--- src/hw/rtl/cell_list_neighbor_search_core_defines.svh ---
// assertion macros shared by the cell list search core
// no dependencies; included by files that carry checks
`ifndef CELL_LIST_NEIGHBOR_SEARCH_CORE_DEFINES_SVH
`define CELL_LIST_NEIGHBOR_SEARCH_CORE_DEFINES_SVH
`ifndef SYNTHESIS
`define CLNS_ASSERT(lbl, clk, rst_n, prop, msg) \
  lbl: assert property (@(posedge clk) disable iff (!rst_n) prop) else $error(msg);
`define CLNS_ASSERT_NEXT(lbl, clk, rst_n, pre, post, msg) \
  lbl: assert property (@(posedge clk) disable iff (!rst_n) pre |=> post) else $error(msg);
`else
`define CLNS_ASSERT(lbl, clk, rst_n, prop, msg)
`define CLNS_ASSERT_NEXT(lbl, clk, rst_n, pre, post, msg)
`endif
`endif

--- src/hw/rtl/clns_pkg.sv ---
// shared types, constants and helpers of the cell list search core
// no dependencies
`timescale 1ns / 1ps
`default_nettype none
package clns_pkg;
  localparam int MAX_CELLS_SIDE = 64;
  localparam int MAX_PER_CELL   = 4;
  localparam int MAX_PARTICLES  = 1024;
  localparam int NUM_CELLS      = MAX_CELLS_SIDE * MAX_CELLS_SIDE;
  localparam int COORD_W        = $clog2(MAX_CELLS_SIDE);
  localparam int SIDE_W         = 7;
  localparam int CELL_W         = 2 * COORD_W;
  localparam int IDX_W          = 10;
  localparam int TOTAL_W        = $clog2(MAX_PARTICLES + 1);
  localparam int PIDX_W         = $clog2(MAX_PARTICLES);
  localparam int FILL_W         = $clog2(MAX_PER_CELL + 1);
  localparam int SLOT_W         = (MAX_PER_CELL > 1) ? $clog2(MAX_PER_CELL) : 1;
  localparam int MEM_AW         = CELL_W + SLOT_W;
  localparam int POS_W          = 16;
  localparam int NB_LAST        = 8;
  localparam int QDEPTH         = 4;
  localparam int QPTR_W         = $clog2(QDEPTH);

  typedef enum logic [1:0] {K_INSERT = 2'd0, K_QUERY = 2'd1, K_CLEAR = 2'd2} kind_t;

  typedef enum logic [2:0] {
    ST_OK = 3'd0, ST_CELL_FULL = 3'd1, ST_TABLE_FULL = 3'd2,
    ST_UNKNOWN = 3'd3, ST_NO_ENTRY = 3'd4
  } status_t;

  typedef enum logic [1:0] {CFG_CELL_SIZE = 2'd0, CFG_ACROSS = 2'd1, CFG_DOWN = 2'd2} cfg_idx_t;

  typedef enum logic [1:0] {F_IDLE, F_DIV, F_PUSH} front_state_t;

  typedef enum logic [3:0] {
    B_INIT, B_IDLE, B_INS_RD, B_INS_CHK, B_EMIT, B_CLR,
    B_Q_HOME, B_Q_CELL, B_Q_FILL, B_Q_SLOT, B_Q_MEM, B_Q_END
  } back_state_t;

  typedef struct packed {
    kind_t               kind;
    logic [COORD_W-1:0]  cx;
    logic [COORD_W-1:0]  cy;
    logic [IDX_W-1:0]    pidx;
  } cmd_t;

  typedef struct packed {
    logic [POS_W-1:0] rem;
    logic [POS_W-1:0] quo;
  } div_t;

  typedef struct packed {
    logic [1:0] dx;
    logic [1:0] dy;
  } nb_off_t;

  // one restoring division step, dividend bits shift out of quo
  function automatic div_t div_step(input div_t cur, input logic [POS_W-1:0] dv);
    logic [POS_W:0] t;
    div_t r;
    t = {cur.rem, cur.quo[POS_W-1]};
    r.quo = {cur.quo[POS_W-2:0], 1'b0};
    if (t >= {1'b0, dv}) begin
      t = t - {1'b0, dv};
      r.quo[0] = 1'b1;
    end
    r.rem = t[POS_W-1:0];
    return r;
  endfunction

  function automatic logic [SIDE_W-1:0] clamp_side(input logic [SIDE_W-1:0] v);
    if (v == '0) return SIDE_W'(1);
    if (v > SIDE_W'(MAX_CELLS_SIDE)) return SIDE_W'(MAX_CELLS_SIDE);
    return v;
  endfunction

  // visiting order: left, right, lower row, upper row, own cell
  function automatic nb_off_t nb_offset(input logic [3:0] nb);
    nb_off_t o;
    case (nb)
      4'd0: o = '{dx: 2'b11, dy: 2'b00};
      4'd1: o = '{dx: 2'b01, dy: 2'b00};
      4'd2: o = '{dx: 2'b11, dy: 2'b11};
      4'd3: o = '{dx: 2'b00, dy: 2'b11};
      4'd4: o = '{dx: 2'b01, dy: 2'b11};
      4'd5: o = '{dx: 2'b11, dy: 2'b01};
      4'd6: o = '{dx: 2'b00, dy: 2'b01};
      4'd7: o = '{dx: 2'b01, dy: 2'b01};
      default: o = '{dx: 2'b00, dy: 2'b00};
    endcase
    return o;
  endfunction
endpackage
`default_nettype wire

--- src/hw/rtl/clns_fifo.sv ---
// short command queue between front and back ends
// depends on clns_pkg
`timescale 1ns / 1ps
`default_nettype none
module clns_fifo (
  input  wire logic    clk,
  input  wire logic    rst_n,
  input  wire logic    push,
  input  wire clns_pkg::cmd_t din,
  input  wire logic    pop,
  output clns_pkg::cmd_t dout,
  output logic         full,
  output logic         empty
);
  import clns_pkg::*;

  cmd_t slots_r [QDEPTH];
  logic [QPTR_W-1:0] wp_r, wp_nxt, rp_r, rp_nxt;
  logic [QPTR_W:0] cnt_r, cnt_nxt;

  assign full  = (cnt_r == (QPTR_W+1)'(QDEPTH));
  assign empty = (cnt_r == '0);
  assign dout  = slots_r[rp_r];

  always_comb begin
    wp_nxt = push ? wp_r + 1'b1 : wp_r;
    rp_nxt = pop ? rp_r + 1'b1 : rp_r;
    cnt_nxt = cnt_r + (QPTR_W+1)'(push) - (QPTR_W+1)'(pop);
  end

  always_ff @(posedge clk) begin
    if (!rst_n) begin
      wp_r <= '0;
      rp_r <= '0;
      cnt_r <= '0;
    end else begin
      wp_r <= wp_nxt;
      rp_r <= rp_nxt;
      cnt_r <= cnt_nxt;
    end
    if (push) slots_r[wp_r] <= din;
  end
endmodule
`default_nettype wire

--- config.mk ---
export PLATFORM = sky130hd
export DESIGN_NAME = clns_fifo
export DESIGN_NICKNAME = d
export VERILOG_FILES = /design/src/hw/rtl/cell_list_neighbor_search_core_defines.svh /design/src/hw/rtl/clns_pkg.sv /design/src/hw/rtl/clns_fifo.sv
export SDC_FILE = /design/constraint.sdc
export NUM_CORES = 1
export LEC_CHECK = 0
export ABC_AREA = 1
export ABC_CLOCK_PERIOD_IN_PS = 3400
export BUFFER_PORTS_ARGS = -buffer_cell sky130_fd_sc_hd__buf_2
export CAP_MARGIN = 20
export CORE_ASPECT_RATIO = 1.75
export CORE_MARGIN = 1.5
export CORE_UTILIZATION = 25
export DETAILED_ROUTE_END_ITERATION = 6
export SYNTH_ARGS = -nofsm -noshare
export SYNTH_HDL_FRONTEND = slang
export SYNTH_SLANG_ARGS = --single-unit
--- constraint.sdc ---
create_clock -name clk -period 3.4 [get_ports clk]
set_input_delay 0 -clock clk [delete_from_list [all_inputs] [get_ports clk]]
set_output_delay 0 -clock clk [all_outputs]
set_load 0.02 [all_outputs]
After elaboration in Yosys (flattened, before gate mapping) --
Memory sizes are Yosys's and may differ from the RTL's. A register that Yosys moved wholly into a read port is not among the register bits. Index checks and enable logic that the tools add are counted.
Storage, ports and cells: bits in registers 7, output and inout bits 26, memories 1, word-level logic and storage cells 14, input port bits 28, RAM bits 96
Memory list:
- slots_r | depth 4, width 24, rd ports 1, clocked after Yosys merged registers in 1, write ports 1, RTL line clns_fifo.sv:17 | cmd_t slots_r [QDEPTH];
Cells by class: add/subtract/negate cells 4, multiplexer cells 4, reductions and logical operators 1, equal/unequal tests 1
Operators with widths (count):
- adder 2 x 1 -> 2 bit, second input constant | 2
- 2-to-1 mux 2 bit | 2
- adder 3 x 1 -> 3 bit | 1
- == test 3 bit, second input constant | 1
- logical NOT 3 bit | 1
- subtractor 3 x 1 -> 3 bit | 1
- 2-to-1 mux 1 bit | 2

Depth between registers and ports, before layout --
depth after elaboration 3, gate-level depth with buffers 9, gate-level depth less buffers 9

Least setup slack after synthesis --
OpenSTA, ideal clock, no wires.
path type reg-to-reg, start point register cnt_r[0], end point register cnt_r[2], period minus slack after synthesis 1.501 ns, setup time 0.115 ns, buffers on the path 0, arrival time 1.386 ns, stages on the path, launching flop included 10, data required time 3.285 ns, slack 1.899 ns, cells stage by stage dfxtp_1 > inv_1 > ha_1 > inv_1 > ha_1 > fa_1 > inv_1 > nand3_1 > nand2_1 > nor2_1
Between the ends: word-level cells in the longest chain between the ends 2
Ends and longest elaborated chain:
- start, declared | RTL line clns_fifo.sv:19 | logic [QPTR_W:0] cnt_r, cnt_nxt;
- start signal, assigned | RTL line clns_fifo.sv:39 | cnt_r <= cnt_nxt;
- adder 3 x 1 -> 3 bit | RTL line clns_fifo.sv:28 | cnt_nxt = cnt_r + (QPTR_W+1)'(push) - (QPTR_W+1)'(pop);
- subtractor 3 x 1 -> 3 bit | RTL line clns_fifo.sv:28
No other way between the ends. A chain may end at the register's enable or synchronous reset.

==> Implementation_results.wiki <==
{| class="wikitable"
! Metric !! Value
|-
| Setup repair after global routing missed its margin || no
|-
| Hold crit path type || in2reg
|-
| I/O Buffers || 53
|-
| Largest vdd supply drop || 0.234 mV
|-
| Register-to-register path setup slack || 1730 ps
|-
| Average vias per placed instance || 4.11
|-
| Placed Instance Area || 4740 um^2
|-
| Final setup TNS || 0 ps
|-
| Number of hold violations in the final report || 0
|-
| Share of cells above drive strength 1 || 21.9%
|-
| CTS Hold Buffers Added || 26
|-
| Fill cell total of the finished layout || 1687
|-
| Number of DRC markers after the initial detailed-route iteration || 180
|-
| CTS Sinks || 105
|-
| Number of DRC violations after detailed routing || 0
|-
| # Max-Cap Violations || 0
|-
| Number of distinct library cell variants in the gate-level netlist after synthesis || 19
|-
| Synthesized cell area || 4310 um^2
|-
| Post-CTS resize count || 0
|-
| Worst-path fanout max || 96
|-
| Final setup violation count || 0
|-
| First-pass iteration count of the detailed router || 4
|-
| Critical path buffer and inverter count || 1
|-
| Warnings from Yosys || 0
|-
| Worst R2R Start || cnt_r[0]
|-
| Number of rows created at floorplan || 63
|-
| CTS clock-pin slew for the worst setup and hold paths || 70 ps
|-
| Final critical path time including I/O delays and setup || 1990 ps
|-
| Number of H-tree branching levels || 3
|-
| Fmax achieved || 502 MHz
|-
| Global-route wire length before repair || 12800 um
|-
| Y dimension of the die || 177 um
|-
| Synthesized netlist net count || 371
|-
| Floorplan die area || 18100 um^2
|-
| Antenna Cells || 0
|-
| Worst-path cell chain || o21ai_0 -> nand2_1 -> buf_2
|-
| Endpoint, Worst Hold || wp_r[1]
|-
| Endpoint of the lowest-slack register-to-register path || cnt_r[2]
|-
| Number of buffers added for setup after CTS || 0
|-
| All-Layer GR Usage || 9.43%
|-
| Clock tree from TritonCTS || done
|-
| Static leakage power || 2.14 nW
|-
| Power per unit of standard cell area || 540 nW/um^2
|-
| Post-route ant nets || 0
|-
| Setup skew after layout || 9.21 ps
|-
| Layout-stage area growth over the synthesis result || 26.5%
|-
| Per-cell routed wire length || 12.6 um
|-
| Ports placed on the boundary || 54
|-
| CP Capture Type || output pin
|-
| Top delay family on crit path || flip-flops
|-
| Pin count of the biggest net entering global routing || 97
|-
| Worst min-delay path startpoint || push
|-
| Remaining global-route overflow || 0
|-
| Syn Inst Count || 336
|-
| Final nets || 450
|-
| Die W || 102 um
|-
| Worst path required time || 3400 ps
|-
| Clock latency at the later pin of the worst-skew pair || 340 ps
|-
| Slew at the pin with the worst max-slew slack || 985 ps
|-
| Routed via count || 2659
|-
| Worst path arrival time || 1990 ps
|-
| Overall routed net length || 8130 um
|-
| Syn_area_per_cell || 12.8 um^2
|-
| Total half-perimeter wirelength after legalization and detailed placement || 5310 um
|-
| Run status || completed
|-
| Startpoint-to-endpoint class of the critical path || reg2out
|-
| CTS buffer count || 9
|-
| Number of global-route vias before repair || 2687
|-
| Cell at the slowest stage of the critical path || dfxtp_4
|-
| Max clock buf depth || 2
|-
| Flops & latches, synth || 105
|-
| CP max stage delay || 980 ps
|-
| CORE AREA || 16900 um^2
|-
| Library cell used as clock root buffer || clkbuf_16
|-
| Cell count of the worst reg-to-reg path || 9
|-
| Critical path launch point type || flop
|-
| Initial antenna violation count || 0
|-
| Routability congestion estimate from global placement || 0.699
|-
| Initial Utilization || 25.5%
|-
| Slew margin rel. || 34.3%
|-
| Fin area || 5450 um^2
|-
| Portion of the post-synthesis area used by sequential elements || 71.1%
|-
| Number of max-slew violations in the final report || 0
|-
| Part of the cycle the worst path needs || 58.6%
|-
| WHS Path Cells || 3
|}
how the worst max path moves through the flow:
stage	from	to	slack (ps)	depth (start not counted)
after global placement	wp_r[0]	slots_r[2][11]	1570	4
after detailed placement	wp_r[0]	slots_r[2][11]	1510	4
after floorplan	cnt_r[0]	cnt_r[2]	1900	9
final	flop	dout[1]	1410	3
after global routing	flop	dout[13]	1290	3
after CTS	flop	dout[20]	1360	3
registers in the layout (all words and copies together), names as in the netlist, named ones only:
| signal | cells |
|---|---|
| slots_r | 96 |
| cnt_r | 3 |
| rp_r | 2 |
| wp_r | 2 |
synthesized netlist by cell type:
cell type | instances | area share (%)
a21oi_1 | 30 | 3.5
buf_2 | 3 | 0.35
buf_4 | 1 | 0.17
buf_6 | 7 | 1.8
clkbuf_1 | 4 | 0.35
clkbuf_4 | 1 | 0.17
dfxtp_1 | 9 | 4.2
edfxtp_1 | 96 | 67
fa_1 | 1 | 0.46
ha_1 | 6 | 1.7
inv_1 | 64 | 5.6
nand2_1 | 58 | 5.1
nand3_1 | 1 | 0.12
nor2_1 | 2 | 0.17
nor3_1 | 1 | 0.12
o211ai_1 | 8 | 1.4
o211ai_2 | 16 | 4.6
o21ai_0 | 24 | 2.8
o21ai_1 | 4 | 0.46
metrics by stage:
stage	cells	total power, mW	utilization (%)	setup slack [ps]	hold slack [ps]
after floorplan	336	1.75	-	1900	91.9
after global placement	600	1.85	28.1	1570	215
after detailed placement	600	1.87	28.1	1510	217
after CTS	642	2.96	31.5	1360	2.56
after global routing	647	3.06	32.3	1290	15.5
final	647	2.94	32.3	1410	15.5
cell families after synthesis:
kind of cell	Yosys count	synth area share [%]
AND/OR/NAND/NOR	62	5.46
AO/OA/AOI/OAI	82	12.8
flip-flops	105	71.1
buffers and inverters	80	8.45
adder cells (fa/ha/maj)	7	2.21
power breakdown:
| group | switching [mW] | internal, mW |
|---|---|---|
| Combinational | 0.217 | 0.135 |
| Clock | 0.474 | 0.594 |
| Sequential | 0.0508 | 1.47 |
| Total | 0.741 | 2.20 |
tightest hold or removal path, stage by stage:
cell and delay [ps]:
buf_2 140, inv_1 100, a21oi_1 70
cell type report:
class                   count  area [um^2]  share of cell area, %
flip-flops and latches    105         3070                   56.3
multi-input cells         151          881                   16.2
repair buffers             84          656                   12.0
well taps                 227          284                   5.21
inverters                  64          240                   4.41
clock buffers               9          225                   4.13
clock inverters             7         95.1                   1.75
per-layer routing:
metal	track usage (%)	share of wire, %	vias to the layer above
li1	-	-	1307
met1	10.1	39	1279
met2	16.6	55	56
met3	2.09	3.9	17
met4	5.48	2.8	0
met5	0	0	-
placed cells by master, fill, tap and decap left out, types with 6 or more instances in the layout:
cell type	count
dlygate4sd3_1	26
o21ai_0	24
o211ai_1	8
buf_2	53
clkbuf_16	9
ha_1	6
edfxtp_1	96
inv_1	64
dfxtp_1	7
nand2_1	58
a21oi_1	30
o211ai_2	16
(Power assumes the default switching activity.)
