File: config.mk
export PLATFORM = sky130hd
export DESIGN_NAME = clns_front
export DESIGN_NICKNAME = d
export VERILOG_FILES = /design/src/hw/rtl/cell_list_neighbor_search_core_defines.svh /design/src/hw/rtl/clns_pkg.sv /design/src/hw/rtl/clns_front.sv
export SDC_FILE = /design/constraint.sdc
export NUM_CORES = 1
export LEC_CHECK = 0
export BUFFER_PORTS_ARGS = -buffer_cell sky130_fd_sc_hd__buf_2
export CORE_AREA = 2 2 137 139
export CTS_CLUSTER_DIAMETER = 60
export DETAILED_ROUTE_END_ITERATION = 8
export DIE_AREA = 0 0 139 141
export PLACE_DENSITY = 0.55
export SETUP_SLACK_MARGIN = 0.2
export SLEW_MARGIN = 25
export SYNTH_ARGS = -nofsm -noshare
export SYNTH_HDL_FRONTEND = slang
export SYNTH_SLANG_ARGS = --single-unit
File: constraint.sdc
create_clock -name clk -period 8.3 [get_ports clk]
set_input_delay 0 -clock clk [delete_from_list [all_inputs] [get_ports clk]]
set_output_delay 0 -clock clk [all_outputs]
set_load 0.01 [all_outputs]
File: src/hw/rtl/cell_list_neighbor_search_core_defines.svh
// assertion macros shared by the cell list search core
// no dependencies; included by files that carry checks
`ifndef CELL_LIST_NEIGHBOR_SEARCH_CORE_DEFINES_SVH
`define CELL_LIST_NEIGHBOR_SEARCH_CORE_DEFINES_SVH
`ifndef SYNTHESIS
`define CLNS_ASSERT(lbl, clk, rst_n, prop, msg) \
  lbl: assert property (@(posedge clk) disable iff (!rst_n) prop) else $error(msg);
`define CLNS_ASSERT_NEXT(lbl, clk, rst_n, pre, post, msg) \
  lbl: assert property (@(posedge clk) disable iff (!rst_n) pre |=> post) else $error(msg);
`else
`define CLNS_ASSERT(lbl, clk, rst_n, prop, msg)
`define CLNS_ASSERT_NEXT(lbl, clk, rst_n, pre, post, msg)
`endif
`endif

File: src/hw/rtl/clns_pkg.sv
// shared types, constants and helpers of the cell list search core
// no dependencies
`timescale 1ns / 1ps
`default_nettype none
package clns_pkg;
  localparam int MAX_CELLS_SIDE = 64;
  localparam int MAX_PER_CELL   = 4;
  localparam int MAX_PARTICLES  = 1024;
  localparam int NUM_CELLS      = MAX_CELLS_SIDE * MAX_CELLS_SIDE;
  localparam int COORD_W        = $clog2(MAX_CELLS_SIDE);
  localparam int SIDE_W         = 7;
  localparam int CELL_W         = 2 * COORD_W;
  localparam int IDX_W          = 10;
  localparam int TOTAL_W        = $clog2(MAX_PARTICLES + 1);
  localparam int PIDX_W         = $clog2(MAX_PARTICLES);
  localparam int FILL_W         = $clog2(MAX_PER_CELL + 1);
  localparam int SLOT_W         = (MAX_PER_CELL > 1) ? $clog2(MAX_PER_CELL) : 1;
  localparam int MEM_AW         = CELL_W + SLOT_W;
  localparam int POS_W          = 16;
  localparam int NB_LAST        = 8;
  localparam int QDEPTH         = 4;
  localparam int QPTR_W         = $clog2(QDEPTH);

  typedef enum logic [1:0] {K_INSERT = 2'd0, K_QUERY = 2'd1, K_CLEAR = 2'd2} kind_t;

  typedef enum logic [2:0] {
    ST_OK = 3'd0, ST_CELL_FULL = 3'd1, ST_TABLE_FULL = 3'd2,
    ST_UNKNOWN = 3'd3, ST_NO_ENTRY = 3'd4
  } status_t;

  typedef enum logic [1:0] {CFG_CELL_SIZE = 2'd0, CFG_ACROSS = 2'd1, CFG_DOWN = 2'd2} cfg_idx_t;

  typedef enum logic [1:0] {F_IDLE, F_DIV, F_PUSH} front_state_t;

  typedef enum logic [3:0] {
    B_INIT, B_IDLE, B_INS_RD, B_INS_CHK, B_EMIT, B_CLR,
    B_Q_HOME, B_Q_CELL, B_Q_FILL, B_Q_SLOT, B_Q_MEM, B_Q_END
  } back_state_t;

  typedef struct packed {
    kind_t               kind;
    logic [COORD_W-1:0]  cx;
    logic [COORD_W-1:0]  cy;
    logic [IDX_W-1:0]    pidx;
  } cmd_t;

  typedef struct packed {
    logic [POS_W-1:0] rem;
    logic [POS_W-1:0] quo;
  } div_t;

  typedef struct packed {
    logic [1:0] dx;
    logic [1:0] dy;
  } nb_off_t;

  // one restoring division step, dividend bits shift out of quo
  function automatic div_t div_step(input div_t cur, input logic [POS_W-1:0] dv);
    logic [POS_W:0] t;
    div_t r;
    t = {cur.rem, cur.quo[POS_W-1]};
    r.quo = {cur.quo[POS_W-2:0], 1'b0};
    if (t >= {1'b0, dv}) begin
      t = t - {1'b0, dv};
      r.quo[0] = 1'b1;
    end
    r.rem = t[POS_W-1:0];
    return r;
  endfunction

  function automatic logic [SIDE_W-1:0] clamp_side(input logic [SIDE_W-1:0] v);
    if (v == '0) return SIDE_W'(1);
    if (v > SIDE_W'(MAX_CELLS_SIDE)) return SIDE_W'(MAX_CELLS_SIDE);
    return v;
  endfunction

  // visiting order: left, right, lower row, upper row, own cell
  function automatic nb_off_t nb_offset(input logic [3:0] nb);
    nb_off_t o;
    case (nb)
      4'd0: o = '{dx: 2'b11, dy: 2'b00};
      4'd1: o = '{dx: 2'b01, dy: 2'b00};
      4'd2: o = '{dx: 2'b11, dy: 2'b11};
      4'd3: o = '{dx: 2'b00, dy: 2'b11};
      4'd4: o = '{dx: 2'b01, dy: 2'b11};
      4'd5: o = '{dx: 2'b11, dy: 2'b01};
      4'd6: o = '{dx: 2'b00, dy: 2'b01};
      4'd7: o = '{dx: 2'b01, dy: 2'b01};
      default: o = '{dx: 2'b00, dy: 2'b00};
    endcase
    return o;
  endfunction
endpackage
`default_nettype wire

File: src/hw/rtl/clns_front.sv
// front end: accepts beats, bins insert coordinates by serial division
// depends on clns_pkg
`timescale 1ns / 1ps
`default_nettype none
module clns_front (
  input  wire logic                          clk,
  input  wire logic                          rst_n,
  input  wire logic                          in_valid,
  output logic                               in_ready,
  input  wire logic [1:0]                    in_kind,
  input  wire logic [clns_pkg::POS_W-1:0]    in_pos_x,
  input  wire logic [clns_pkg::POS_W-1:0]    in_pos_y,
  input  wire logic [clns_pkg::IDX_W-1:0]    in_pidx,
  input  wire logic [clns_pkg::POS_W-1:0]    cell_size,
  input  wire logic [clns_pkg::SIDE_W-1:0]   across,
  input  wire logic [clns_pkg::SIDE_W-1:0]   down,
  input  wire logic                          busy,
  input  wire logic                          q_full,
  output logic                               q_push,
  output clns_pkg::cmd_t                     q_cmd
);
  import clns_pkg::*;

  front_state_t st_r, st_nxt;
  div_t dx_r, dx_nxt, dy_r, dy_nxt;
  logic [POS_W-1:0] dv_r, dv_nxt;
  logic [3:0] cnt_r, cnt_nxt;
  logic acc;
  logic [COORD_W-1:0] cx, cy;

  assign in_ready = (st_r == F_IDLE) && !q_full && !busy;
  assign acc = in_valid && in_ready;

  // saturate quotients to the last cell in use
  always_comb begin
    cx = (dx_r.quo >= {{(POS_W-SIDE_W){1'b0}}, across}) ? COORD_W'(across - 1'b1)
                                                        : dx_r.quo[COORD_W-1:0];
    cy = (dy_r.quo >= {{(POS_W-SIDE_W){1'b0}}, down}) ? COORD_W'(down - 1'b1)
                                                      : dy_r.quo[COORD_W-1:0];
  end

  always_comb begin
    st_nxt = st_r;
    case (st_r)
      F_IDLE: if (acc && in_kind == K_INSERT) st_nxt = F_DIV;
      F_DIV:  if (cnt_r == 4'd15) st_nxt = F_PUSH;
      F_PUSH: if (!q_full) st_nxt = F_IDLE;
      default: st_nxt = F_IDLE;
    endcase
  end

  always_comb begin
    dx_nxt = dx_r;
    dy_nxt = dy_r;
    dv_nxt = dv_r;
    cnt_nxt = cnt_r;
    q_push = 1'b0;
    q_cmd = '{kind: K_INSERT, cx: cx, cy: cy, pidx: '0};
    case (st_r)
      F_IDLE: begin
        dx_nxt = '{rem: '0, quo: in_pos_x};
        dy_nxt = '{rem: '0, quo: in_pos_y};
        dv_nxt = (cell_size == '0) ? POS_W'(1) : cell_size;
        cnt_nxt = '0;
        if (acc && (in_kind == K_QUERY || in_kind == K_CLEAR)) begin
          q_push = 1'b1;
          q_cmd = '{kind: kind_t'(in_kind), cx: '0, cy: '0, pidx: in_pidx};
        end
      end
      F_DIV: begin
        dx_nxt = div_step(dx_r, dv_r);
        dy_nxt = div_step(dy_r, dv_r);
        cnt_nxt = cnt_r + 4'd1;
      end
      F_PUSH: q_push = !q_full;
      default: ;
    endcase
  end

  always_ff @(posedge clk) begin
    if (!rst_n) begin
      st_r <= F_IDLE;
      cnt_r <= '0;
    end else begin
      st_r <= st_nxt;
      cnt_r <= cnt_nxt;
    end
    dx_r <= dx_nxt;
    dy_r <= dy_nxt;
    dv_r <= dv_nxt;
  end
endmodule
`default_nettype wire

---- Yosys cells after proc, flatten, opt, wreduce, memory -nomap -nowiden ----
Cells that the tools add are included.
word-level totals
  register bits after elaboration ......... 86
  logic and storage cells ................. 54
cells by class
  add/sub/neg operators ................... 5
  order comparisons ....................... 4
  equality and inequality tests ........... 8
  muxes and demuxes ....................... 17
  reductions and logical operators ........ 13
operator list
  kind                                                                    count
  32-bit case mux with 2 select lines                                     2
  24-bit two-way mux                                                      2
  17-bit by 16-bit >= comparator with 1-bit output                        2
  16-bit by 7-bit >= comparator with 1-bit output                         2
  16-bit two-way mux                                                      2
  16-bit subtractor                                                       2
  16-bit logical NOT                                                      1
  6-bit two-way mux                                                       2
  6-bit by 1-bit subtractor with 6-bit output (second input constant)     2
  4-bit case mux with 2 select lines                                      1
  2-bit two-way mux                                                       3
  2-bit case mux with 3 select lines                                      1
  1-bit logical AND                                                       5
  4-bit by 1-bit adder with 4-bit output (second input constant)          1
  2-bit by 1-bit equality test with 1-bit output (second input constant)  2
  2-bit equality test (second input constant)                             2
  4-bit equality test (second input constant)                             1
  2-bit logical NOT                                                       2
  2-bit != test (second input constant)                                   2
  1-bit two-way mux                                                       3
  3-bit AND reduction                                                     1
  1-bit logical NOT                                                       2
  2-bit by 1-bit != test with 1-bit output (second input constant)        1
  1-bit case mux with 2 select lines                                      1
  other kinds (2)                                                         2

---- Longest topological paths before layout ----
Gate-level depths: netlist of the first run.
  depth in word-level cells ............... 7
  mapped depth ............................ 11
  mapped depth without buffers ............ 10

---- Worst setup path before layout of the first run ----
No wires, ideal clock.
  path kind ............................... reg2reg
  start ................................... reg st_r[1]
  end ..................................... reg dx_r[29] in the netlist's numbering, data pin
  setup time .............................. 0.203 ns
  arrival time ............................ 2.713 ns
  data required time ...................... 8.097 ns
  setup slack ............................. 5.384 ns
  stages on the path, launching flop included .. 6
  buffers on the path ..................... 2
  period minus slack after synthesis ...... 2.916 ns
  path through ............................ dfxtp_1 > buf_2 > inv_1 > nand2_1 > buf_1 > a2111oi_1
on the way
  cells in the longest elaborated chain, start to end .. 2
  elaborated cells on any way between the ends .. 3
ends and longest elaborated chain
  item                                                                                        line              source
  start, declared                                                                             clns_front.sv:24  front_state_t st_r, st_nxt;
  start signal, assigned                                                                      clns_front.sv:85  st_r <= st_nxt;
  2-bit by 1-bit equality test with 1-bit output / 2-bit logical NOT (equally long branches)  clns_front.sv:59  case (st_r)
  32-bit case mux with 2 select lines *                                                       clns_front.sv:59
  end signal, assigned                                                                        clns_front.sv:88  dx_r <= dx_nxt;
  end, declared                                                                               clns_front.sv:25  div_t dx_r, dx_nxt, dy_r, dy_nxt;
Every way passes the cells marked *; elsewhere a longest branch is shown, timed or not.
A chain may end at the register's enable or synchronous reset.

---- Worst setup path after layout of the first run ----
  start ................................... reg dx_r[29] in the netlist's numbering
  end ..................................... reg dx_r[30] in the netlist's numbering, data pin
on the way
  cells in the longest elaborated chain, start to end .. 3
  elaborated cells on any way between the ends .. 4
ends and longest elaborated chain
  item                                                                                          line                            source
  16-bit subtractor / 17-bit by 16-bit >= comparator with 1-bit output (equally long branches)  clns_pkg.sv:64, clns_pkg.sv:63
  16-bit two-way mux *                                                                          clns_pkg.sv:63                  if (t >= {1'b0, dv}) begin
  32-bit case mux with 2 select lines *                                                         clns_front.sv:59
Marks and branches as above.

==> summary.txt, run 1 <==
status - finished clean
PwrDens - 141 nW/um^2
I/O Buffers - 104
Post-Syn Area - 6260 um^2
CTS tree - built
PostCTS Resize Cnt - 0
CP max stage delay - 0.53 ns
Clock Pin Slew Worst Setup and Hold Paths - 0.07 ns
area share of the leading cell type in the synthesized netlist - 38.3%
Congestion Overflow GR - 0
placed cell area - 6940 um^2
Root Buffer - clkbuf_16
main combinational cell family by area after synthesis - simple AND/OR/NAND/NOR gates
antenna violations before repair - 0
DIE AREA - 19600 um^2
Critical-path top delay cell - nand2_1
register bit total from synthesis - 86
Buf+Inv Stages, Crit Path - 0
unrepaired setup endpoints after global routing - false
router iterations before antenna repair - 4
YS warnings - 0
Syn-to-layout area delta - 24.0%
die height - 141 um
syn nets - 802
RePlAce Congestion - 0.875
leading area contributor after synthesis - edfxtp_1
Tot Pwr - 1.09 mW
Ant. Diodes - 0
FF-to-FF Start - dx_r[29]$_SDFFCE_PN0P_
XOR/XNOR Fraction of Synth Area - 3.77%
Worst Hold Endpoint - st_r[1]$_SDFFE_PN0P_
worst hold start - q_full
final wirelength - 15400 um
Yosys cell types - 73
fmax - 320 MHz
asr flop ratio synth - 0%
Simple-Gate Fraction of Synth Area - 19.2%
max_slew headroom - 40.4%
FF-to-FF setup slack - 5.18 ns
final setup violation count - 0
Area contributors post-synth - edfxtp_1 38%, ha_1 10%, nand2_1 7.1%, mux2i_1 4.0%, nor2_1 3.7%
Clock Path Buffers - 2
Adder-Cell Fraction of Synth Area - 10.6%
worst-skew pair later-pin latency - 0.35 ns
most frequent cells after synthesis - 118 x nand2_1, 80 x edfxtp_1, 61 x nor2_1, 50 x ha_1, 44 x inv_1
largest net degree at the start of global routing - 66
remaining routing DRC violations - 0
Critical Path Start Type - flip-flop
VDD IR max - 0.000100 V
H-tree Lvls - 3
complex-gate fraction of the synthesized area - 16.3%
CP arrival - 3.18 ns
Cell Chain, Critical Path - ha_1, a21o_1, a211o_1, a31oi_4, a21boi_4, nand2_1, o21ai_0, a31oi_1
register area share after synthesis - 40.3%
Final Max Tran Viols - 0
Post-Syn Instances - 671
share of cells above drive strength 1 - 19.1%
Crit Path Category - flip-flop to flip-flop
Sink Count - 86
final hold violation count - 0
max_cap viols - 0
starting density of the core - 34.3%
CORE AREA - 18300 um^2
Main synth FF type - edfxtp_1
vias per cell - 4.99
antenna-violating nets left - 0
Std-Cell Rows - 50
Worst path top cell family by delay - compound AO/OA/AOI/OAI gates
multiplexer area fraction after synthesis - 4.17%
overall routing resource usage - 15.8%
Tcrit/Tclk final - 37.6%
first-pass GRT wire length - 25100 um
top-count cell post-synth - nand2_1
Critical Path Sink Type - flip-flop
hold crit path type - input port to flip-flop
wire length per cell - 14.8 um
worst-margin pin slew - 0.895 ns
hpwl dp - 11400 um
EDFF count, synth - 80
CP required - 8.35 ns
cell area after layout - 7770 um^2
DRT iter0 DRCs - 268
# IOs - 105
worst-path fanout max - 20
Crit. path cell count - 8
die width - 139 um
Layout Nets - 934
Syn Area/Cell - 9.34 um^2
CTS buffer count - 9
setup bufs post-CTS - 0
minimum clock period - 3.12 ns
leak pwr - 3.54 nW
via count - 5203
reg2reg path depth - 8
Min-Delay Path Depth - 4
Worst R2R End - dx_r[30]$_SDFFCE_PN0P_
skew final - 0.00644 ns
Final TNS setup - 0 ns
vias in the first global route - 5114
-- cells by family (layout without fill, tap and decap cells) --
family,Yosys count,in the layout
muxes,26,26
and+or+nand+nor,264,264
AOI/OAI and AO/OA,133,133
DFF,86,86
xor gates and xnor gates,27,27
adders and majority gates,52,52
buffers and inverters,83,220
-- layout by cell type, fill, tap and decap left out, types with 9 or more instances in the layout --
master and instances:
a21oi_1 28, dlygate4sd3_1 51, inv_1 43, ha_1 50
xnor2_1 21, nor2b_1 12, nand3_1 15, and2_1 15
o21ai_0 19, nand2_1 117, buf_2 104, nor2_1 61
mux2i_1 25, edfxtp_1 80, o21a_1 11, a21o_1 11
a211oi_1 10, nor3_1 11, clkbuf_16 9
-- layout make-up --
cell class | instances | area, um^2
fill | 1801 | 10500
multi-input combinational | 502 | 3390
sequential | 86 | 2520
timing repair buffer | 160 | 1080
tap | 234 | 293
clock buffer | 9 | 225
inverter | 44 | 165
clock inverter | 7 | 96.3
-- flip-flops by register name (all words and copies together) (netlist names) --
signal  cells
dv_r       16
cnt_r       4
dx_r       32
dy_r       32
st_r        2
-- metrics by stage --
stage	std cells	hold slack, ns	worst slack (ns)	util, %
2_1_floorplan	671	0.0587	5.38	-
3_3_place_gp	974	0.193	5.23	37.9
3_5_place_dp	975	0.196	5.20	38.0
4_1_cts	1042	0.0133	5.21	42.5
5_1_grt	1042	0.0406	4.88	42.5
6_report	1042	0.0262	5.18	42.5
-- tightest hold or removal path, stage by stage --
cell	delay [ns]
buf_2	0.10
nand3b_1	0.07
o21ai_0	0.06
and2_1	0.11
-- where the power goes --
group	internal [mW]	switching, mW	total, mW
Clock	0.265	0.178	0.443
Sequential	0.487	0.00956	0.497
Combinational	0.0755	0.0770	0.152
-- worst max-delay path by stage --
stage / from / end / slack, ns
2_1_floorplan: st_r[1]$_SDFFE_PN0P_ / dx_r[29]$_SDFFCE_PN0P_ / 5.38
6_report: dx_r[29]$_SDFFCE_PN0P_ / dx_r[30]$_SDFFCE_PN0P_ / 5.18
3_3_place_gp: dx_r[29]$_SDFFCE_PN0P_ / dx_r[30]$_SDFFCE_PN0P_ / 5.23
3_5_place_dp: dx_r[29]$_SDFFCE_PN0P_ / dx_r[30]$_SDFFCE_PN0P_ / 5.20
5_1_grt: dx_r[29]$_SDFFCE_PN0P_ / dx_r[30]$_SDFFCE_PN0P_ / 4.88
4_1_cts: dx_r[29]$_SDFFCE_PN0P_ / dx_r[30]$_SDFFCE_PN0P_ / 5.21
-- routing by layer --
| layer | up-vias | part of all wire [%] | wire [um] | track usage, % |
|---|---|---|---|---|
| met5 | - | 0 | 0 | 0 |
| met4 | 0 | 1.5 | 238 | 5.05 |
| met3 | 15 | 4.2 | 645 | 2.51 |
| met2 | 119 | 47 | 7200 | 26.6 |
| met1 | 2422 | 47 | 7280 | 21.0 |
| li1 | 2647 | - | - | - |
-- timing repair --
| action | in CTS | in global routing |
|---|---|---|
| hold endpoints to repair | 54 | 0 |
| setup endpoints to repair | 0 | 0 |
| hold buffers | 51 | 0 |
No activity file was read; power rests on OpenSTA's default activity.
==> run 2: changes to the inputs <==
- clock period: 8.3 -> 3 ns (I/O delays scaled with it)
==> run 2 against run 1 <==
Against the previous run: global-route usage up 0.19 points; cell count up 1.5%; wire length up 1.3%; hold slack better by 0.0098 ns; combinational power rose to 2.9 times the previous value; flip-flop and latch count unchanged; first-iteration DRC count up 18%; critical path depth up 2; maximum frequency up 15%; die area unchanged; critical path type unchanged; critical endpoint unchanged.
==> summary.txt, run 2 (synthesized netlist as in run 1, its figures left out) <==
remaining routing DRC violations - 0 (unchanged)
CP required - 3.18 ns (-5.17 ns)
minimum clock period - 2.70 ns (-0.419 ns)
Critical Path Start Type - flip-flop
PwrDens - 382 nW/um^2 (+170%)
die width - 139 um (unchanged)
placed cell area - 7030 um^2 (+1.3%)
Final TNS setup - 0 ns (unchanged)
starting density of the core - 34.3% (unchanged)
Congestion Overflow GR - 0 (unchanged)
DIE AREA - 19600 um^2 (unchanged)
CORE AREA - 18300 um^2 (unchanged)
Tot Pwr - 3.04 mW (+180%)
Clock Path Buffers - 2 (unchanged)
antenna violations before repair - 0 (unchanged)
I/O Buffers - 104 (unchanged)
worst-margin pin slew - 0.866 ns (-0.0284 ns)
overall routing resource usage - 16.0% (+0.19 points)
vias per cell - 4.95 (-0.77%)
Critical Path Sink Type - flip-flop
CTS buffer count - 9 (unchanged)
Tcrit/Tclk final - 90.2% (+53 points)
die height - 141 um (unchanged)
Final Max Tran Viols - 0 (unchanged)
Crit Path Category - flip-flop to flip-flop
skew final - 0.0107 ns (+0.00427 ns)
wire length per cell - 14.7 um (-0.22%)
unrepaired setup endpoints after global routing - true
Syn-to-layout area delta - 26.8%
DRT iter0 DRCs - 315 (+18%)
most frequent cells in the layout - 117 x nand2_1, 104 x buf_2, 80 x edfxtp_1, 61 x nor2_1, 50 x dlygate4sd3_1
router iterations before antenna repair - 7 (+3)
Clock Pin Slew Worst Setup and Hold Paths - 0.07 ns (about the same)
final setup violation count - 0 (unchanged)
final hold violation count - 0 (unchanged)
worst-path fanout max - 2 (-90%)
largest net degree at the start of global routing - 66 (unchanged)
Std-Cell Rows - 50 (unchanged)
worst-skew pair later-pin latency - 0.35 ns (about the same)
status - finished clean
CTS tree - built
# IOs - 105 (unchanged)
max_cap viols - 0 (unchanged)
first-pass GRT wire length - 25500 um (+1.6%)
Ant. Diodes - 0 (unchanged)
Sink Count - 86 (unchanged)
leak pwr - 3.63 nW (+2.3%)
largest registers - dx_r (32), dy_r (32), dv_r (16)
Layout Nets - 950 (+1.7%)
hpwl dp - 11600 um (+2.1%)
share of cells above drive strength 1 - 21.8% (+2.8 points)
fmax - 370 MHz (+15%)
CP arrival - 2.89 ns (-0.29 ns)
commonest non-fill, non-tap cell in the layout - nand2_1
final wirelength - 15600 um (+1.3%)
vias in the first global route - 5184 (+1.4%)
Filler Cells Inserted - 1797 (-0.22%)
H-tree Lvls - 3 (unchanged)
hold crit path type - input port to flip-flop
RePlAce Congestion - 0.860 (-1.8%)
VDD IR max - 0.000281 V (+180%)
Root Buffer - clkbuf_16
cell area after layout - 7950 um^2 (+2.3%)
max_slew headroom - 42.3% (+1.9 points)
antenna-violating nets left - 0 (unchanged)
via count - 5242 (+0.75%)
run 2: final cells by class:
type                       instances  area (um^2)  area share [%]
clock buffer                       9          225            2.83
inverter                          44          169            2.13
clock inverter                     7         95.1            1.20
tap                              234          293            3.68
timing repair buffer             176         1210            15.2
multi-input combinational        502         3440            43.2
sequential                        86         2520            31.7
run 2: power breakdown:
part	leakage [nW]	switching, mW	internal (mW)
Sequential	0.952	0.0247	1.35
Clock	0.158	0.487	0.733
Combinational	2.52	0.223	0.221
Total	3.63	0.735	2.30
run 2: critical path, cell delays in order, from the launching register on:
cell	delay, ns
edfxtp_1	0.41
inv_1	0.06
ha_2	0.19
fa_2	0.35
and2b_1	0.24
o2111ai_2	0.13
a21boi_2	0.24
a21o_1	0.16
a21oi_1	0.07
or4b_1	0.48
a31oi_1	0.20
run 2: metrics by stage:
stage / hold slack [ns] / std cells / utilization, % / setup slack (ns)
after floorplan: 0.0587 / 671 / - / 0.416
after global placement: 0.193 / 984 / 38.4 / 0.0194
after detailed placement: 0.194 / 985 / 38.5 / 0.0200
after CTS: 0.0265 / 1054 / 43.1 / 0.208
after global routing: 0.0703 / 1058 / 43.5 / 0.163
final: 0.0360 / 1058 / 43.5 / 0.295
run 2: repair_timing:
item | 4_1_cts | 5_1_grt
endpoints found under the hold margin | 54 | 0
resized for setup | 1 | 10
hold buffers | 50 | 0
endpoints found under the setup margin | 2 | 21
buffers inserted | 3 | 4
pin swaps | 5 | 7
run 2: final timing paths:
kind / startpoint / endpoint / slack (ns) / cells after the start
max reg2reg: dx_r[15]$_DFFE_PP_ / dx_r[30]$_SDFFCE_PN0P_ / 0.30 / 10
min: q_full / st_r[1]$_SDFFE_PN0P_ / 0.04 / 4
min reg2reg: cnt_r[3]$_SDFFE_PN0P_ / cnt_r[3]$_SDFFE_PN0P_ / 0.54 / 2
max: dx_r[15]$_DFFE_PP_ / dx_r[30]$_SDFFCE_PN0P_ / 0.30 / 10
run 2: layer usage:
layer	vias to the layer above	routed length (um)	track usage, %	part of all wire, %
met3	14	613	2.58	3.9
met5	-	0	0	0
met2	126	7320	27.4	47
met1	2427	7450	20.9	48
met4	0	193	4.94	1.2
li1	2675	-	-	-
==> run 3: changes to the inputs <==
- CTS_BUF_LIST: not set -> sky130_fd_sc_hd__clkbuf_4 sky130_fd_sc_hd__clkbuf_8
==> run 3 against run 2 <==
Against the previous run: combinational power about the same; first-iteration DRC count is 2.9% lower; critical path depth stayed put; largest cell class unchanged; non-clock buffer count rose by 1; utilization fell by 0.47 points; worst setup slack got worse by 0.0021 ns; global-route usage barely moved; flip-flop and latch count unchanged; cell area is 1.1% lower; critical endpoint unchanged; hold slack better by 0.047 ns; clock skew is 0.0047 ns higher; total power is 9.6% lower.
==> summary.txt, run 3 (synthesized netlist as in run 1, its figures left out) <==
Cell Chain, Critical Path - inv_1, ha_2, fa_2, and2b_1, o2111ai_2, a21boi_2, a21o_1, a21oi_1, or4b_1, a31oi_1
reg2reg path depth - 10 (unchanged)
die width - 139 um (unchanged)
Std-Cell Rows - 50 (unchanged)
Worst R2R End - dx_r[30]$_SDFFCE_PN0P_
Final Max Tran Viols - 0 (unchanged)
status - finished clean
first-pass GRT wire length - 25500 um (about the same)
vias per cell - 4.95 (about the same)
via count - 5247 (+0.095%)
antenna violations before repair - 0 (unchanged)
minimum hold slack - 0.0834 ns (+0.0473 ns)
fmax - 369 MHz (about the same)
commonest non-fill, non-tap cell in the layout - nand2_1
Crit Path Category - flip-flop to flip-flop
Min-Delay Path Depth - 4 (unchanged)
PwrDens - 349 nW/um^2 (-8.6%)
CTS tree - built
FF-to-FF setup slack - 0.29 ns (about the same)
I/O Buffers - 104 (unchanged)
Congestion Overflow GR - 0 (unchanged)
Sink Count - 86 (unchanged)
Critical-path top delay cell - or4b_1
CP max stage delay - 0.48 ns (about the same)
# IOs - 105 (unchanged)
skew final - 0.0155 ns (+0.00474 ns)
largest registers - dx_r (32), dy_r (32), dv_r (16)
VDD IR max - 0.000240 V (-15%)
Ant. Diodes - 0 (unchanged)
router iterations before antenna repair - 5 (-2)
worst-path fanout max - 2 (unchanged)
minimum clock period - 2.71 ns (+0.00206 ns)
Root Buffer - clkbuf_8
remaining routing DRC violations - 0 (unchanged)
Final TNS setup - 0 ns (unchanged)
unrepaired setup endpoints after global routing - true
CP required - 3.21 ns (+0.03 ns)
Syn-to-layout area delta - 25.5%
max_cap viols - 0 (unchanged)
overall routing resource usage - 16.0% (about the same)
Tcrit/Tclk final - 90.2% (about the same)
vias in the first global route - 5192 (+0.15%)
max_slew headroom - 42.3% (about the same)
wire length per cell - 14.7 um (-0.29%)
Clock Pin Slew Worst Setup and Hold Paths - 0.09 ns (+0.02 ns)
leak pwr - 3.58 nW (-1.1%)
largest net degree at the start of global routing - 66 (unchanged)
final hold violation count - 0 (unchanged)
final wirelength - 15500 um (-0.20%)
Critical Path Sink Type - flip-flop
Worst Setup SP - dx_r[15]$_DFFE_PP_
antenna-violating nets left - 0 (unchanged)
CTS buffer count - 9 (unchanged)
FF-to-FF Start - dx_r[15]$_DFFE_PP_
Critical Path Start Type - flip-flop
H-tree Lvls - 3 (unchanged)
final setup margin - 0.293 ns (-0.00206 ns)
DIE AREA - 19600 um^2 (unchanged)
RePlAce Congestion - 0.860 (unchanged)
hpwl dp - 11600 um (unchanged)
CP arrival - 2.92 ns (+0.03 ns)
worst slack at placement - 0.0200 ns (unchanged)
final setup violation count - 0 (unchanged)
worst-skew pair later-pin latency - 0.37 ns (+0.02 ns)
die height - 141 um (unchanged)
CORE AREA - 18300 um^2 (unchanged)
Clock Path Buffers - 2 (unchanged)
most frequent cells in the layout - 117 x nand2_1, 104 x buf_2, 80 x edfxtp_1, 61 x nor2_1, 51 x dlygate4sd3_1
hold crit path type - input port to flip-flop
Worst setup endpoint - dx_r[30]$_SDFFCE_PN0P_
Layout Nets - 951 (+0.11%)
Filler Cells Inserted - 1807 (+0.56%)
share of cells above drive strength 1 - 21.7% (-0.15 points)
starting density of the core - 34.3% (unchanged)
worst-margin pin slew - 0.866 ns (-0.000306 ns)
DRT iter0 DRCs - 306 (-2.9%)
## run 3: power by group
part / switching, mW / total (mW) / internal [mW]
sequential: 0.0248 / 1.37 / 1.35
combinational: 0.224 / 0.445 / 0.221
clock: 0.456 / 0.928 / 0.472
## run 3: through the flow
step,total power [mW],instances,area [um^2],util (%)
after global routing,2.87,1059,7860,43.0
after floorplan,1.64,671,6270,-
after detailed placement,1.79,985,7030,38.5
final,2.74,1059,7860,43.0
after global placement,1.79,984,7010,38.4
after CTS,2.78,1055,7790,42.6
## run 3: layer usage
| metal | vias to the layer above | GRT usage [%] | wire, um |
|---|---|---|---|
| met3 | 12 | 2.58 | 593 |
| met4 | 0 | 4.94 | 182 |
| met5 | - | 0 | 0 |
| met2 | 125 | 27.3 | 7310 |
| li1 | 2678 | - | - |
| met1 | 2432 | 21.0 | 7460 |
## run 3: critical path: cells and delay by family (launching register included)
family	cells	cell delay, ns
AND/OR/NAND/NOR	2	0.72
adder cells (fa/ha/maj)	2	0.54
AO/OA/AOI/OAI	5	0.79
flip-flops	1	0.42
buffers and inverters	1	0.07
## run 3: worst min path at each step
stage | start | endpoint | slack [ns]
final | busy | st_r[0]$_SDFFE_PN0P_ | 0.08
after floorplan | q_full | in_ready | 0.06
after global routing | busy | st_r[0]$_SDFFE_PN0P_ | 0.08
after detailed placement | cell_size[11] | dv_r[11]$_SDFFCE_PN0P_ | 0.19
after CTS | busy | st_r[0]$_SDFFE_PN0P_ | 0.03
after global placement | cell_size[15] | dv_r[15]$_SDFFCE_PN0P_ | 0.19
## run 3: what timing repair did
action                                  in CTS  in global routing
hold endpoints to repair                    54                  0
pin swaps                                    5                  7
gates resized for setup                      2                  9
hold buffers                                51                  0
endpoints found under the setup margin       2                 23
setup buffers                                3                  4
## run 3: final cells by class
cell class	instances	area [um^2]	area share [%]
multi-input combinational	502	3440	43.8
sequential	86	2520	32.1
timing repair buffer	177	1220	15.5
tap	234	293	3.72
inverter	44	169	2.15
clock buffer	9	124	1.58
clock inverter	7	95.1	1.21
